File: src/design/round_robin_task_scheduler_assert.svh
// Assertion macros for the round-robin task scheduler.
`ifndef ROUND_ROBIN_TASK_SCHEDULER_ASSERT_SVH
`define ROUND_ROBIN_TASK_SCHEDULER_ASSERT_SVH

// Same-cycle implication, sampled on aclk, off during reset.
`define RRTS_ASSERT_IMP(lbl, ante, cons, msg) \
    lbl: assert property (@(posedge aclk) disable iff (!aresetn) (ante) |-> (cons)) \
        else $error(msg);

// Next-cycle implication, sampled on aclk, off during reset.
`define RRTS_ASSERT_NXT(lbl, ante, cons, msg) \
    lbl: assert property (@(posedge aclk) disable iff (!aresetn) (ante) |=> (cons)) \
        else $error(msg);

`endif

File: src/design/rrts_pkg.sv
// Shared types, codes and constants of the round-robin task scheduler.
`default_nettype none

package rrts_pkg;

    localparam int ID_W  = 6;
    localparam int CNT_W = 7;
    localparam int SL_W  = 16;
    localparam int TOT_W = 32;
    localparam int PCT_W = 7;

    localparam int DEF_MAX_TASKS = 64;

    localparam logic [SL_W-1:0] RESET_SLICE_LEN = 16'd10;
    localparam logic [ID_W-1:0] RESET_IDLE_ID   = 6'd0;

    localparam logic [PCT_W-1:0] LOAD_FULL = 7'd100;
    localparam logic [PCT_W-1:0] LOAD_LOW  = 7'd40;
    localparam logic [PCT_W-1:0] LOAD_MID  = 7'd80;
    localparam logic [PCT_W-1:0] LOAD_HIGH = 7'd95;

    localparam logic [2:0] ACT_TICK   = 3'd0;
    localparam logic [2:0] ACT_ADD    = 3'd1;
    localparam logic [2:0] ACT_YIELD  = 3'd2;
    localparam logic [2:0] ACT_END    = 3'd3;
    localparam logic [2:0] ACT_STOP   = 3'd4;
    localparam logic [2:0] ACT_RESUME = 3'd5;
    localparam logic [2:0] ACT_REAP   = 3'd6;
    localparam logic [2:0] ACT_LOAD   = 3'd7;

    localparam logic [1:0] ST_OK      = 2'd0;
    localparam logic [1:0] ST_NOT_RDY = 2'd1;
    localparam logic [1:0] ST_QUEUED  = 2'd2;

    localparam logic [1:0] M_NONE  = 2'd0;
    localparam logic [1:0] M_READY = 2'd1;
    localparam logic [1:0] M_WAIT  = 2'd2;

    localparam logic [7:0] CFG_SLICE = 8'd0;
    localparam logic [7:0] CFG_IDLE  = 8'd1;

    typedef struct packed {
        logic [ID_W-1:0]  head;
        logic [ID_W-1:0]  tail;
        logic [CNT_W-1:0] len;
    } list_t;

    typedef struct packed {
        logic             start;
        logic [TOT_W-1:0] di;
        logic [TOT_W-1:0] dt;
    } div_req_t;

    typedef struct packed {
        logic             done;
        logic [PCT_W-1:0] q;
    } div_rsp_t;

    function automatic logic [1:0] halt_hint(logic [PCT_W-1:0] load);
        logic [1:0] h;
        if (load < LOAD_LOW) h = 2'd3;
        else if (load < LOAD_MID) h = 2'd2;
        else if (load < LOAD_HIGH) h = 2'd1;
        else h = 2'd0;
        return h;
    endfunction

endpackage

`default_nettype wire

File: src/design/rrts_load_div.sv
// Load divider: di*100/dt by multiply then one restoring step per cycle.
`default_nettype none

module rrts_load_div
    import rrts_pkg::*;
(
    input  wire logic     aclk,
    input  wire logic     aresetn,
    input  wire div_req_t req,
    output div_rsp_t      rsp
);

    localparam int NW = TOT_W + PCT_W;

    logic             busy_reg;
    logic             done_reg;
    logic [2:0]       k_reg;
    logic [NW-1:0]    rem_reg;
    logic [TOT_W-1:0] d_reg;
    logic [PCT_W-1:0] q_reg;

    logic [NW-1:0] dsh;
    logic [NW:0]   trial;

    assign dsh   = NW'(d_reg) << k_reg;
    assign trial = {1'b0, rem_reg} - {1'b0, dsh};

    always_ff @(posedge aclk) begin
        if (!aresetn) begin
            busy_reg <= 1'b0;
            done_reg <= 1'b0;
        end else begin
            done_reg <= busy_reg && (k_reg == 3'd0);
            if (req.start) begin
                busy_reg <= 1'b1;
            end else if (busy_reg && (k_reg == 3'd0)) begin
                busy_reg <= 1'b0;
            end
        end
    end

    always_ff @(posedge aclk) begin
        if (req.start) begin
            rem_reg <= NW'(req.di) * NW'(LOAD_FULL);
            d_reg   <= req.dt;
            k_reg   <= 3'd6;
            q_reg   <= '0;
        end else if (busy_reg) begin
            if (!trial[NW]) begin
                rem_reg <= trial[NW-1:0];
                q_reg[k_reg] <= 1'b1;
            end
            k_reg <= k_reg - 3'd1;
        end
    end

    assign rsp.done = done_reg;
    assign rsp.q    = q_reg;

endmodule

`default_nettype wire

File: src/design/round_robin_task_scheduler.sv
// Round-robin task scheduler top level: list sequencer, stores and ports.
//
// One word is taken on s_axis when s_axis_tready is high; its result word
// appears on m_axis from an output register, so the next word can enter
// while a result still waits. Tick, add, yield, end and stop take one
// sequencer pass, plus a registered read of the link store where a list
// changes. Resume and reap walk the waiting list through the one read port
// of the link store. Measure load runs one multiply and seven restoring
// divide steps in the divider, or skips it when no tick has elapsed or the
// idle time exceeds the ticks. A result held by m_axis_tready low adds its
// stall to the next word's time. After reset a clearing pass sweeps the
// membership store before the first word is taken; configuration writes
// are taken at any time.
`default_nettype none

module round_robin_task_scheduler
    import rrts_pkg::*;
#(
    parameter int MAX_TASKS = DEF_MAX_TASKS
) (
    input  wire logic        aclk,
    input  wire logic        aresetn,
    input  wire logic        s_axis_tvalid,
    output logic             s_axis_tready,
    input  wire logic [15:0] s_axis_tdata,  // action[2:0], task_id[8:3], zero fill
    output logic             m_axis_tvalid,
    input  wire logic        m_axis_tready,
    output logic [47:0]      m_axis_tdata,  // running_id[5:0], switched[6], status[8:7],
                                            // busy_pct[15:9], halt_count[17:16],
                                            // ready_count[24:18], waiting_count[31:25],
                                            // slice_left[47:32]
    input  wire logic        cfg_valid,
    output logic             cfg_ready,
    input  wire logic [7:0]  cfg_index,
    input  wire logic [15:0] cfg_data
);

`include "round_robin_task_scheduler_assert.svh"

    localparam int IW = (MAX_TASKS > 1) ? $clog2(MAX_TASKS) : 1;

    localparam logic [3:0] S_CLR      = 4'd0;
    localparam logic [3:0] S_IDLE     = 4'd1;
    localparam logic [3:0] S_DISP     = 4'd2;
    localparam logic [3:0] S_ADD      = 4'd3;
    localparam logic [3:0] S_END_CHK  = 4'd4;
    localparam logic [3:0] S_END_PUSH = 4'd5;
    localparam logic [3:0] S_SW_RD    = 4'd6;
    localparam logic [3:0] S_SW_DO    = 4'd7;
    localparam logic [3:0] S_STOP_DO  = 4'd8;
    localparam logic [3:0] S_RES_RD   = 4'd9;
    localparam logic [3:0] S_RES_DO   = 4'd10;
    localparam logic [3:0] S_REAP_RD  = 4'd11;
    localparam logic [3:0] S_REAP_DO  = 4'd12;
    localparam logic [3:0] S_DIV      = 4'd13;
    localparam logic [3:0] S_OUT      = 4'd14;

    logic [3:0]       state_reg, state_next;
    logic [IW-1:0]    clr_cnt_reg, clr_cnt_next;
    logic [2:0]       act_reg, act_next;
    logic [ID_W-1:0]  id_reg, id_next;
    logic             endold_reg, endold_next;
    list_t            rl_reg, rl_next;
    list_t            wl_reg, wl_next;
    logic [ID_W-1:0]  cur_reg, cur_next;
    logic [SL_W-1:0]  slice_reg, slice_next;
    logic [TOT_W-1:0] tick_reg, tick_next;
    logic [TOT_W-1:0] idle_reg, idle_next;
    logic [TOT_W-1:0] lts_reg, lts_next;
    logic [TOT_W-1:0] lis_reg, lis_next;
    logic [PCT_W-1:0] load_reg, load_next;
    logic             sw_reg, sw_next;
    logic [1:0]       status_reg, status_next;
    logic             m_valid_reg;
    logic [47:0]      m_data_reg;
    logic [SL_W-1:0]  slice_len_reg;
    logic [ID_W-1:0]  idle_id_reg;

    logic [ID_W-1:0] nxt_mem [MAX_TASKS];
    logic [ID_W-1:0] prv_mem [MAX_TASKS];
    logic [1:0]      mb_mem  [MAX_TASKS];
    logic [ID_W-1:0] nxt_q, prv_q;
    logic [1:0]      mb_q;

    logic            nxt_we, prv_we, mb_we;
    logic [IW-1:0]   nxt_wa, prv_wa, mb_wa, rd_addr;
    logic [ID_W-1:0] nxt_wd, prv_wd;
    logic [1:0]      mb_wd;

    logic            do_push;
    list_t           pl;
    logic [ID_W-1:0] pid;
    logic [1:0]      pmark;
    logic            out_load;

    logic            id_ok, cur_ok;
    logic [SL_W-1:0] s1;
    logic [TOT_W-1:0] idle_full, idle_part, dt, di;
    list_t           nl;

    div_req_t div_req;
    div_rsp_t div_rsp;

    function automatic list_t push_list(list_t l, logic [ID_W-1:0] id);
        list_t r;
        r = l;
        if (l.len == '0) r.head = id;
        r.tail = id;
        r.len  = l.len + 7'd1;
        return r;
    endfunction

    rrts_load_div u_div (
        .aclk    (aclk),
        .aresetn (aresetn),
        .req     (div_req),
        .rsp     (div_rsp)
    );

    assign id_ok  = 32'(id_reg) < 32'(MAX_TASKS);
    assign cur_ok = 32'(cur_reg) < 32'(MAX_TASKS);
    assign s1     = (slice_reg != '0) ? slice_reg - 16'd1 : '0;
    assign idle_full = (cur_reg == idle_id_reg) ? TOT_W'(slice_len_reg) : '0;
    assign idle_part = ((cur_reg == idle_id_reg) && (slice_len_reg > slice_reg)) ?
                       TOT_W'(slice_len_reg - slice_reg) : '0;
    assign dt = tick_reg - lts_reg;
    assign di = idle_reg - lis_reg;

    assign s_axis_tready = (state_reg == S_IDLE);
    assign m_axis_tvalid = m_valid_reg;
    assign m_axis_tdata  = m_data_reg;
    assign cfg_ready     = 1'b1;

    always_comb begin
        state_next   = state_reg;
        clr_cnt_next = clr_cnt_reg;
        act_next     = act_reg;
        id_next      = id_reg;
        endold_next  = endold_reg;
        rl_next      = rl_reg;
        wl_next      = wl_reg;
        cur_next     = cur_reg;
        slice_next   = slice_reg;
        tick_next    = tick_reg;
        idle_next    = idle_reg;
        lts_next     = lts_reg;
        lis_next     = lis_reg;
        load_next    = load_reg;
        sw_next      = sw_reg;
        status_next  = status_reg;
        nxt_we = 1'b0; nxt_wa = '0; nxt_wd = '0;
        prv_we = 1'b0; prv_wa = '0; prv_wd = '0;
        mb_we  = 1'b0; mb_wa  = '0; mb_wd  = M_NONE;
        rd_addr  = IW'(id_reg);
        do_push  = 1'b0;
        pl       = rl_reg;
        pid      = id_reg;
        pmark    = M_READY;
        out_load = 1'b0;
        nl       = rl_reg;
        div_req.start = 1'b0;
        div_req.di    = di;
        div_req.dt    = dt;

        case (state_reg)
            S_CLR: begin
                mb_we = 1'b1;
                mb_wa = clr_cnt_reg;
                mb_wd = M_NONE;
                if (clr_cnt_reg == IW'(MAX_TASKS - 1)) begin
                    state_next = S_IDLE;
                end else begin
                    clr_cnt_next = clr_cnt_reg + IW'(1);
                end
            end
            S_IDLE: begin
                if (s_axis_tvalid) begin
                    act_next    = s_axis_tdata[2:0];
                    id_next     = s_axis_tdata[8:3];
                    sw_next     = 1'b0;
                    status_next = ST_OK;
                    endold_next = 1'b0;
                    state_next  = S_DISP;
                end
            end
            S_DISP: begin
                state_next = S_OUT;
                case (act_reg)
                    ACT_TICK: begin
                        tick_next = tick_reg + 32'd1;
                        if (s1 == '0) begin
                            idle_next  = idle_reg + idle_full;
                            slice_next = slice_len_reg;
                            if (rl_reg.len != '0) state_next = S_SW_RD;
                        end else begin
                            slice_next = s1;
                        end
                    end
                    ACT_ADD: begin
                        if (!id_ok) status_next = ST_NOT_RDY;
                        else state_next = S_ADD;
                    end
                    ACT_YIELD: begin
                        idle_next  = idle_reg + idle_part;
                        slice_next = slice_len_reg;
                        if (rl_reg.len != '0) state_next = S_SW_RD;
                    end
                    ACT_END: begin
                        if (!id_ok) begin
                            status_next = ST_NOT_RDY;
                        end else if (id_reg == cur_reg) begin
                            if (rl_reg.len == '0) begin
                                status_next = ST_NOT_RDY;
                            end else begin
                                idle_next   = idle_reg + idle_part;
                                slice_next  = slice_len_reg;
                                endold_next = 1'b1;
                                state_next  = S_SW_RD;
                            end
                        end else begin
                            state_next = S_END_CHK;
                        end
                    end
                    ACT_STOP: begin
                        if (rl_reg.len != '0) begin
                            rd_addr    = IW'(rl_reg.head);
                            state_next = S_STOP_DO;
                        end
                    end
                    ACT_RESUME: state_next = S_RES_RD;
                    ACT_REAP:   state_next = S_REAP_RD;
                    default: begin
                        if ((dt == '0) || (di > dt)) begin
                            load_next = '0;
                        end else begin
                            div_req.start = 1'b1;
                            state_next    = S_DIV;
                        end
                        lts_next = tick_reg;
                        lis_next = idle_reg;
                    end
                endcase
            end
            S_ADD: begin
                state_next = S_OUT;
                if ((id_reg == cur_reg) || (mb_q != M_NONE)) begin
                    status_next = ST_QUEUED;
                end else begin
                    do_push = 1'b1;
                    pl      = rl_reg;
                    pid     = id_reg;
                    pmark   = M_READY;
                    rl_next = push_list(rl_reg, id_reg);
                end
            end
            S_END_CHK: begin
                if (mb_q != M_READY) begin
                    status_next = ST_NOT_RDY;
                    state_next  = S_OUT;
                end else begin
                    rl_next.len = rl_reg.len - 7'd1;
                    if (id_reg == rl_reg.head) begin
                        if (rl_reg.len != 7'd1) rl_next.head = nxt_q;
                    end else if (id_reg == rl_reg.tail) begin
                        rl_next.tail = prv_q;
                    end else begin
                        nxt_we = 1'b1; nxt_wa = IW'(prv_q); nxt_wd = nxt_q;
                        prv_we = 1'b1; prv_wa = IW'(nxt_q); prv_wd = prv_q;
                    end
                    state_next = S_END_PUSH;
                end
            end
            S_END_PUSH: begin
                do_push    = 1'b1;
                pl         = wl_reg;
                pid        = id_reg;
                pmark      = M_WAIT;
                wl_next    = push_list(wl_reg, id_reg);
                state_next = S_OUT;
            end
            S_SW_RD: begin
                rd_addr    = IW'(rl_reg.head);
                state_next = S_SW_DO;
            end
            S_SW_DO: begin
                nl.len = rl_reg.len - 7'd1;
                if (nl.len != '0) nl.head = nxt_q;
                rl_next = nl;
                if (cur_ok) begin
                    do_push = 1'b1;
                    pid     = cur_reg;
                    if (endold_reg) begin
                        pl      = wl_reg;
                        pmark   = M_WAIT;
                        wl_next = push_list(wl_reg, cur_reg);
                    end else begin
                        pl      = nl;
                        pmark   = M_READY;
                        rl_next = push_list(nl, cur_reg);
                    end
                end
                cur_next   = rl_reg.head;
                sw_next    = 1'b1;
                state_next = S_OUT;
            end
            S_STOP_DO: begin
                nl.len = rl_reg.len - 7'd1;
                if (nl.len != '0) nl.head = nxt_q;
                rl_next    = nl;
                do_push    = 1'b1;
                pl         = wl_reg;
                pid        = rl_reg.head;
                pmark      = M_WAIT;
                wl_next    = push_list(wl_reg, rl_reg.head);
                state_next = S_OUT;
            end
            S_RES_RD: begin
                if (wl_reg.len == '0) begin
                    idle_next  = idle_reg + idle_part;
                    slice_next = slice_len_reg;
                    state_next = (rl_reg.len != '0) ? S_SW_RD : S_OUT;
                end else begin
                    rd_addr    = IW'(wl_reg.head);
                    state_next = S_RES_DO;
                end
            end
            S_RES_DO: begin
                wl_next.len = wl_reg.len - 7'd1;
                if (wl_reg.len != 7'd1) wl_next.head = nxt_q;
                do_push    = 1'b1;
                pl         = rl_reg;
                pid        = wl_reg.head;
                pmark      = M_READY;
                rl_next    = push_list(rl_reg, wl_reg.head);
                state_next = S_RES_RD;
            end
            S_REAP_RD: begin
                if (wl_reg.len == '0) begin
                    state_next = S_OUT;
                end else begin
                    rd_addr    = IW'(wl_reg.head);
                    state_next = S_REAP_DO;
                end
            end
            S_REAP_DO: begin
                mb_we = 1'b1;
                mb_wa = IW'(wl_reg.head);
                mb_wd = M_NONE;
                wl_next.len = wl_reg.len - 7'd1;
                if (wl_reg.len != 7'd1) wl_next.head = nxt_q;
                state_next = S_REAP_RD;
            end
            S_DIV: begin
                if (div_rsp.done) begin
                    load_next  = LOAD_FULL - div_rsp.q;
                    state_next = S_OUT;
                end
            end
            S_OUT: begin
                if (!m_valid_reg || m_axis_tready) begin
                    out_load   = 1'b1;
                    state_next = S_IDLE;
                end
            end
            default: state_next = S_IDLE;
        endcase

        if (do_push) begin
            nxt_we = (pl.len != '0); nxt_wa = IW'(pl.tail); nxt_wd = pid;
            prv_we = (pl.len != '0); prv_wa = IW'(pid);     prv_wd = pl.tail;
            mb_we  = 1'b1;           mb_wa  = IW'(pid);     mb_wd  = pmark;
        end
    end

    always_ff @(posedge aclk) begin
        if (nxt_we) nxt_mem[nxt_wa] <= nxt_wd;
        if (prv_we) prv_mem[prv_wa] <= prv_wd;
        if (mb_we)  mb_mem[mb_wa]   <= mb_wd;
        nxt_q <= nxt_mem[rd_addr];
        prv_q <= prv_mem[rd_addr];
        mb_q  <= mb_mem[rd_addr];
    end

    always_ff @(posedge aclk) begin
        if (!aresetn) begin
            state_reg     <= S_CLR;
            clr_cnt_reg   <= '0;
            rl_reg        <= '0;
            wl_reg        <= '0;
            cur_reg       <= RESET_IDLE_ID;
            slice_reg     <= '0;
            tick_reg      <= '0;
            idle_reg      <= '0;
            lts_reg       <= '0;
            lis_reg       <= '0;
            load_reg      <= '0;
            m_valid_reg   <= 1'b0;
            slice_len_reg <= RESET_SLICE_LEN;
            idle_id_reg   <= RESET_IDLE_ID;
        end else begin
            state_reg   <= state_next;
            clr_cnt_reg <= clr_cnt_next;
            rl_reg      <= rl_next;
            wl_reg      <= wl_next;
            cur_reg     <= cur_next;
            slice_reg   <= slice_next;
            tick_reg    <= tick_next;
            idle_reg    <= idle_next;
            lts_reg     <= lts_next;
            lis_reg     <= lis_next;
            load_reg    <= load_next;
            m_valid_reg <= out_load || (m_valid_reg && !m_axis_tready);
            if (cfg_valid) begin
                case (cfg_index)
                    CFG_SLICE: slice_len_reg <= cfg_data;
                    CFG_IDLE:  idle_id_reg   <= cfg_data[ID_W-1:0];
                    default: ;
                endcase
            end
        end
    end

    always_ff @(posedge aclk) begin
        act_reg    <= act_next;
        id_reg     <= id_next;
        endold_reg <= endold_next;
        sw_reg     <= sw_next;
        status_reg <= status_next;
        if (out_load) begin
            m_data_reg <= {slice_reg, wl_reg.len, rl_reg.len, halt_hint(load_reg),
                           load_reg, status_reg, sw_reg, cur_reg};
        end
    end

    `RRTS_ASSERT_NXT(a_busy_after_accept, s_axis_tvalid && s_axis_tready, !s_axis_tready,
        "scheduler took a word while busy")
    `RRTS_ASSERT_IMP(a_list_bound, state_reg == S_IDLE,
        32'(rl_reg.len) + 32'(wl_reg.len) <= 32'(MAX_TASKS), "list lengths exceed task count")
    `RRTS_ASSERT_IMP(a_div_done_state, div_rsp.done, state_reg == S_DIV,
        "divider finished outside load measurement")

endmodule

`default_nettype wire
File: config.mk
export PLATFORM = sky130hd
export DESIGN_NAME = round_robin_task_scheduler
export DESIGN_NICKNAME = d
export VERILOG_FILES = /design/src/design/rrts_pkg.sv /design/src/design/rrts_load_div.sv /design/src/design/round_robin_task_scheduler.sv
export VERILOG_INCLUDE_DIRS = /design/src /design/src/design
export SDC_FILE = /design/constraint.sdc
export NUM_CORES = 2
export LEC_CHECK = 0
export ABC_AREA = 1
export BUFFER_PORTS_ARGS = -buffer_cell sky130_fd_sc_hd__clkbuf_2
export CORE_MARGIN = 3
export CORE_UTILIZATION = 55
export DETAILED_ROUTE_END_ITERATION = 6
export PLACE_DENSITY = 0.71
export SLEW_MARGIN = 20
export SYNTH_ARGS = -nofsm -noshare
export SYNTH_HDL_FRONTEND = slang
export SYNTH_SLANG_ARGS = --single-unit
File: constraint.sdc
create_clock -name aclk -period 7.2 [get_ports aclk]
set_input_delay 1.8 -clock aclk [delete_from_list [all_inputs] [get_ports aclk]]
set_output_delay 1.8 -clock aclk [all_outputs]
set_load 0.01 [all_outputs]
==> run metrics <==
router iterations before antenna repair=7; Clock Latency Late Sink=between 700 and 800 ps; Yosys warning count=0; fill cell count=approximately 11000; CTS Root Cell=clkbuf_16; max-cap viol count=0; Post-Syn Instances=~7700; Total GRT Usage=26.92%; Fin. Hold Viols=0; CTS Buffer Depth=3; global placement routability congestion=about 0.94; cts repair resizes=0; Slew @ Worst Pin=998.6 ps; CTS H-Tree Depth=4; period utilization=approximately 83%; Slew Viols, Final=0; net count after synthesis=8044; crit path kind=reg2reg; Clock Skew=24.68 ps; Synth Cell Area=69170 um^2; CP Launch Type=register; Ports=between 90 and 100; top cell type's share of synthesized area=44.54%; PortBufs=87; Num CTS Buffers=140; DP Cell Count=9141; Routed Antenna Nets=0; Leak=30.80 nW; TritonCTS clock tree=built; failing checks=design-rule violations; post-synthesis async set-or-reset flop share=0%; Slowest Stage Delay on Critical Path=470 ps; Most Frequent Cell on Critical Path=nand2_1; DR DRC count=1; synth-to-layout area growth=8.945%; Reg2Reg Setup Slack=1230 ps; drt wl/cell=19.10 um; initial core utilization=55.65%; Die ar.=130100 um^2; Worst Setup End Kind=register; register area share after synthesis=51.95%; number of DRC markers in iteration 0=5253; power density cells=329.8 nW/um^2; drt via density=5.773; DR vias=~54000; hold depth=0; clk slew on worst S/H paths=60 ps; setup bufs post-CTS=0; hold_sp=sw_reg; initial antenna violation count=0; CTS Sinks=roughly 1300; biggest regs=nxt_mem: 384 flops, prv_mem: 384 flops, mb_mem: 128 flops; Chip Height=360.6 um; biggest area consumer among synthesized cells=edfxtp_1; layout cells sized above 1=5.622%; average size of a mapped cell=9.031 um^2; Worst Hold Path EP=m_axis_tdata[6]; DIE WIDTH=360.6 um; Final Core Density=60.63%; Peak Freq=0.1674 GHz; Post-synth EDFFs=1026; Critical Path Fanout Max=4; RSZ-0062 raised after global routing=no; final net count=around 8000; Synth area leaders=edfxtp_1, dfxtp_1, nand2_1; commonest cells in the synthesized netlist=nand2_1, inv_1, edfxtp_1; reg2reg end=u_div.rem_reg[38]; worst reg2reg path startpoint=idle_reg[0]; Finish-stage setup viols=0; Arrival @ worst endpoint=~6600 ps; worst endpoint required time=7810 ps; FP Rows=129; antenna cells=0; Distinct cells, synth=between 60 and 70; ys flop type=edfxtp_1; Slowest cell on crit path=fa_1; first-pass GRT wire length=278500 um; area of the multi-input gates=27660 um^2; via count of the first global-routing pass=50756; Routed WL=179400 um; Setup TNS=0 ps; Peak VDD IR=around 0.31 mV; Cell Count, Final, Fillers Out=9392; Core ar.=around 120000 um^2; DP HPWL=121200 um; Reg2Reg Depth=28; min setup slack post-route=1225 ps; Sequential Area=35930 um^2; status=complete, but fails checks; count leader, synth=nand2_1; Slew Limit Headroom=about a third; CTS Hold Bufs=0; pre-CTS setup slack=between 1000 and 1500 ps; largest net degree at the start of global routing=~250; hold crit path type=reg2reg; Synth Register Bits=between 1000 and 1500; total gr overflow=0; min Tclk post-route=about 6000 ps
-- critical path: cells and delay by family, from the launching register on --
kind | cells | cell delay, ps
AO/OA/AOI/OAI | 6 | 1080
XOR/XNOR | 2 | 670
adder cells (fa/ha/maj) | 6 | 1940
buffers and inverters | 4 | 370
flip-flops | 1 | 380
AND/OR/NAND/NOR | 10 | 1380
-- per-stage QoR --
stage	hold slack, ps	cell area [um^2]	power (W)
after detailed placement	405.2	70930	0.01790
after CTS	419.7	75340	0.02489
after global placement	406.1	70910	0.01776
after global routing	440.0	75350	0.02644
after floorplan	400.3	69170	0.01542
final	422.9	75350	0.02485
-- where the power goes --
part | internal [W] | switching (W)
sequential | 0.00804 | 0.000130
clock | 0.00398 | 0.00299
combinational | 0.00324 | 0.00646
-- final cells by class --
cell class | instances | share of cell area (%)
well taps | 1637 | 2.718
repair buffers | 145 | 1.292
inverters | 1153 | 5.745
clock inverters | 67 | 0.8750
flip-flops and latches | 1282 | 47.69
clock buffers | 184 | 4.976
multi-input cells | 4924 | 36.71
-- logic make-up (layout without fill, tap and decap cells) --
kind of cell / count (synthesis) / count (layout) / synth area share, %
flip-flops: 1282 / 1282 / 51.95
XOR/XNOR: 161 / 161 / 2.039
adder cells (fa/ha/maj): 340 / 340 / 6.509
AO/OA/AOI/OAI: 1968 / 1968 / 16.38
multiplexers: 5 / 5 / 0.07236
buffers and inverters: 1453 / 1549 / 8.283
other: 1 / 1 / 0.005422
AND/OR/NAND/NOR: 2449 / 2449 / 14.76
-- cells in the final DEF (no fill, tap or decap), types with 50 or more instances in the layout --
master     count
nand2_1     1250
inv_1       1110
edfxtp_1    1026
a21oi_1      694
o21ai_0      620
nor2_1       613
o211ai_1     358
nand3_1      349
ha_1         307
dfxtp_1      256
clkbuf_16    141
xor2_1       101
nor3_1        92
clkbuf_2      86
o21ai_1       66
xnor2_1       60
buf_4         51
nand4_1       50
-- worst max path at each step --
stage                         to        start
2_1_floorplan  u_div.rem_reg[38]  idle_reg[0]
3_3_place_gp   u_div.rem_reg[38]  idle_reg[0]
3_5_place_dp   u_div.rem_reg[10]  idle_reg[2]
4_1_cts        u_div.rem_reg[38]  idle_reg[0]
5_1_grt        u_div.rem_reg[38]  idle_reg[0]
6_report       u_div.rem_reg[38]  idle_reg[0]
-- routing by layer --
metal,global-route usage [%],vias to the layer above,routed length [um]
met3,3.623,403,10790
met4,10.34,0,6448
li1,-,26388,-
met5,0,-,0
met1,35.41,25596,75290
met2,45.49,1835,86890
Power figures use the tool's default switching activity.
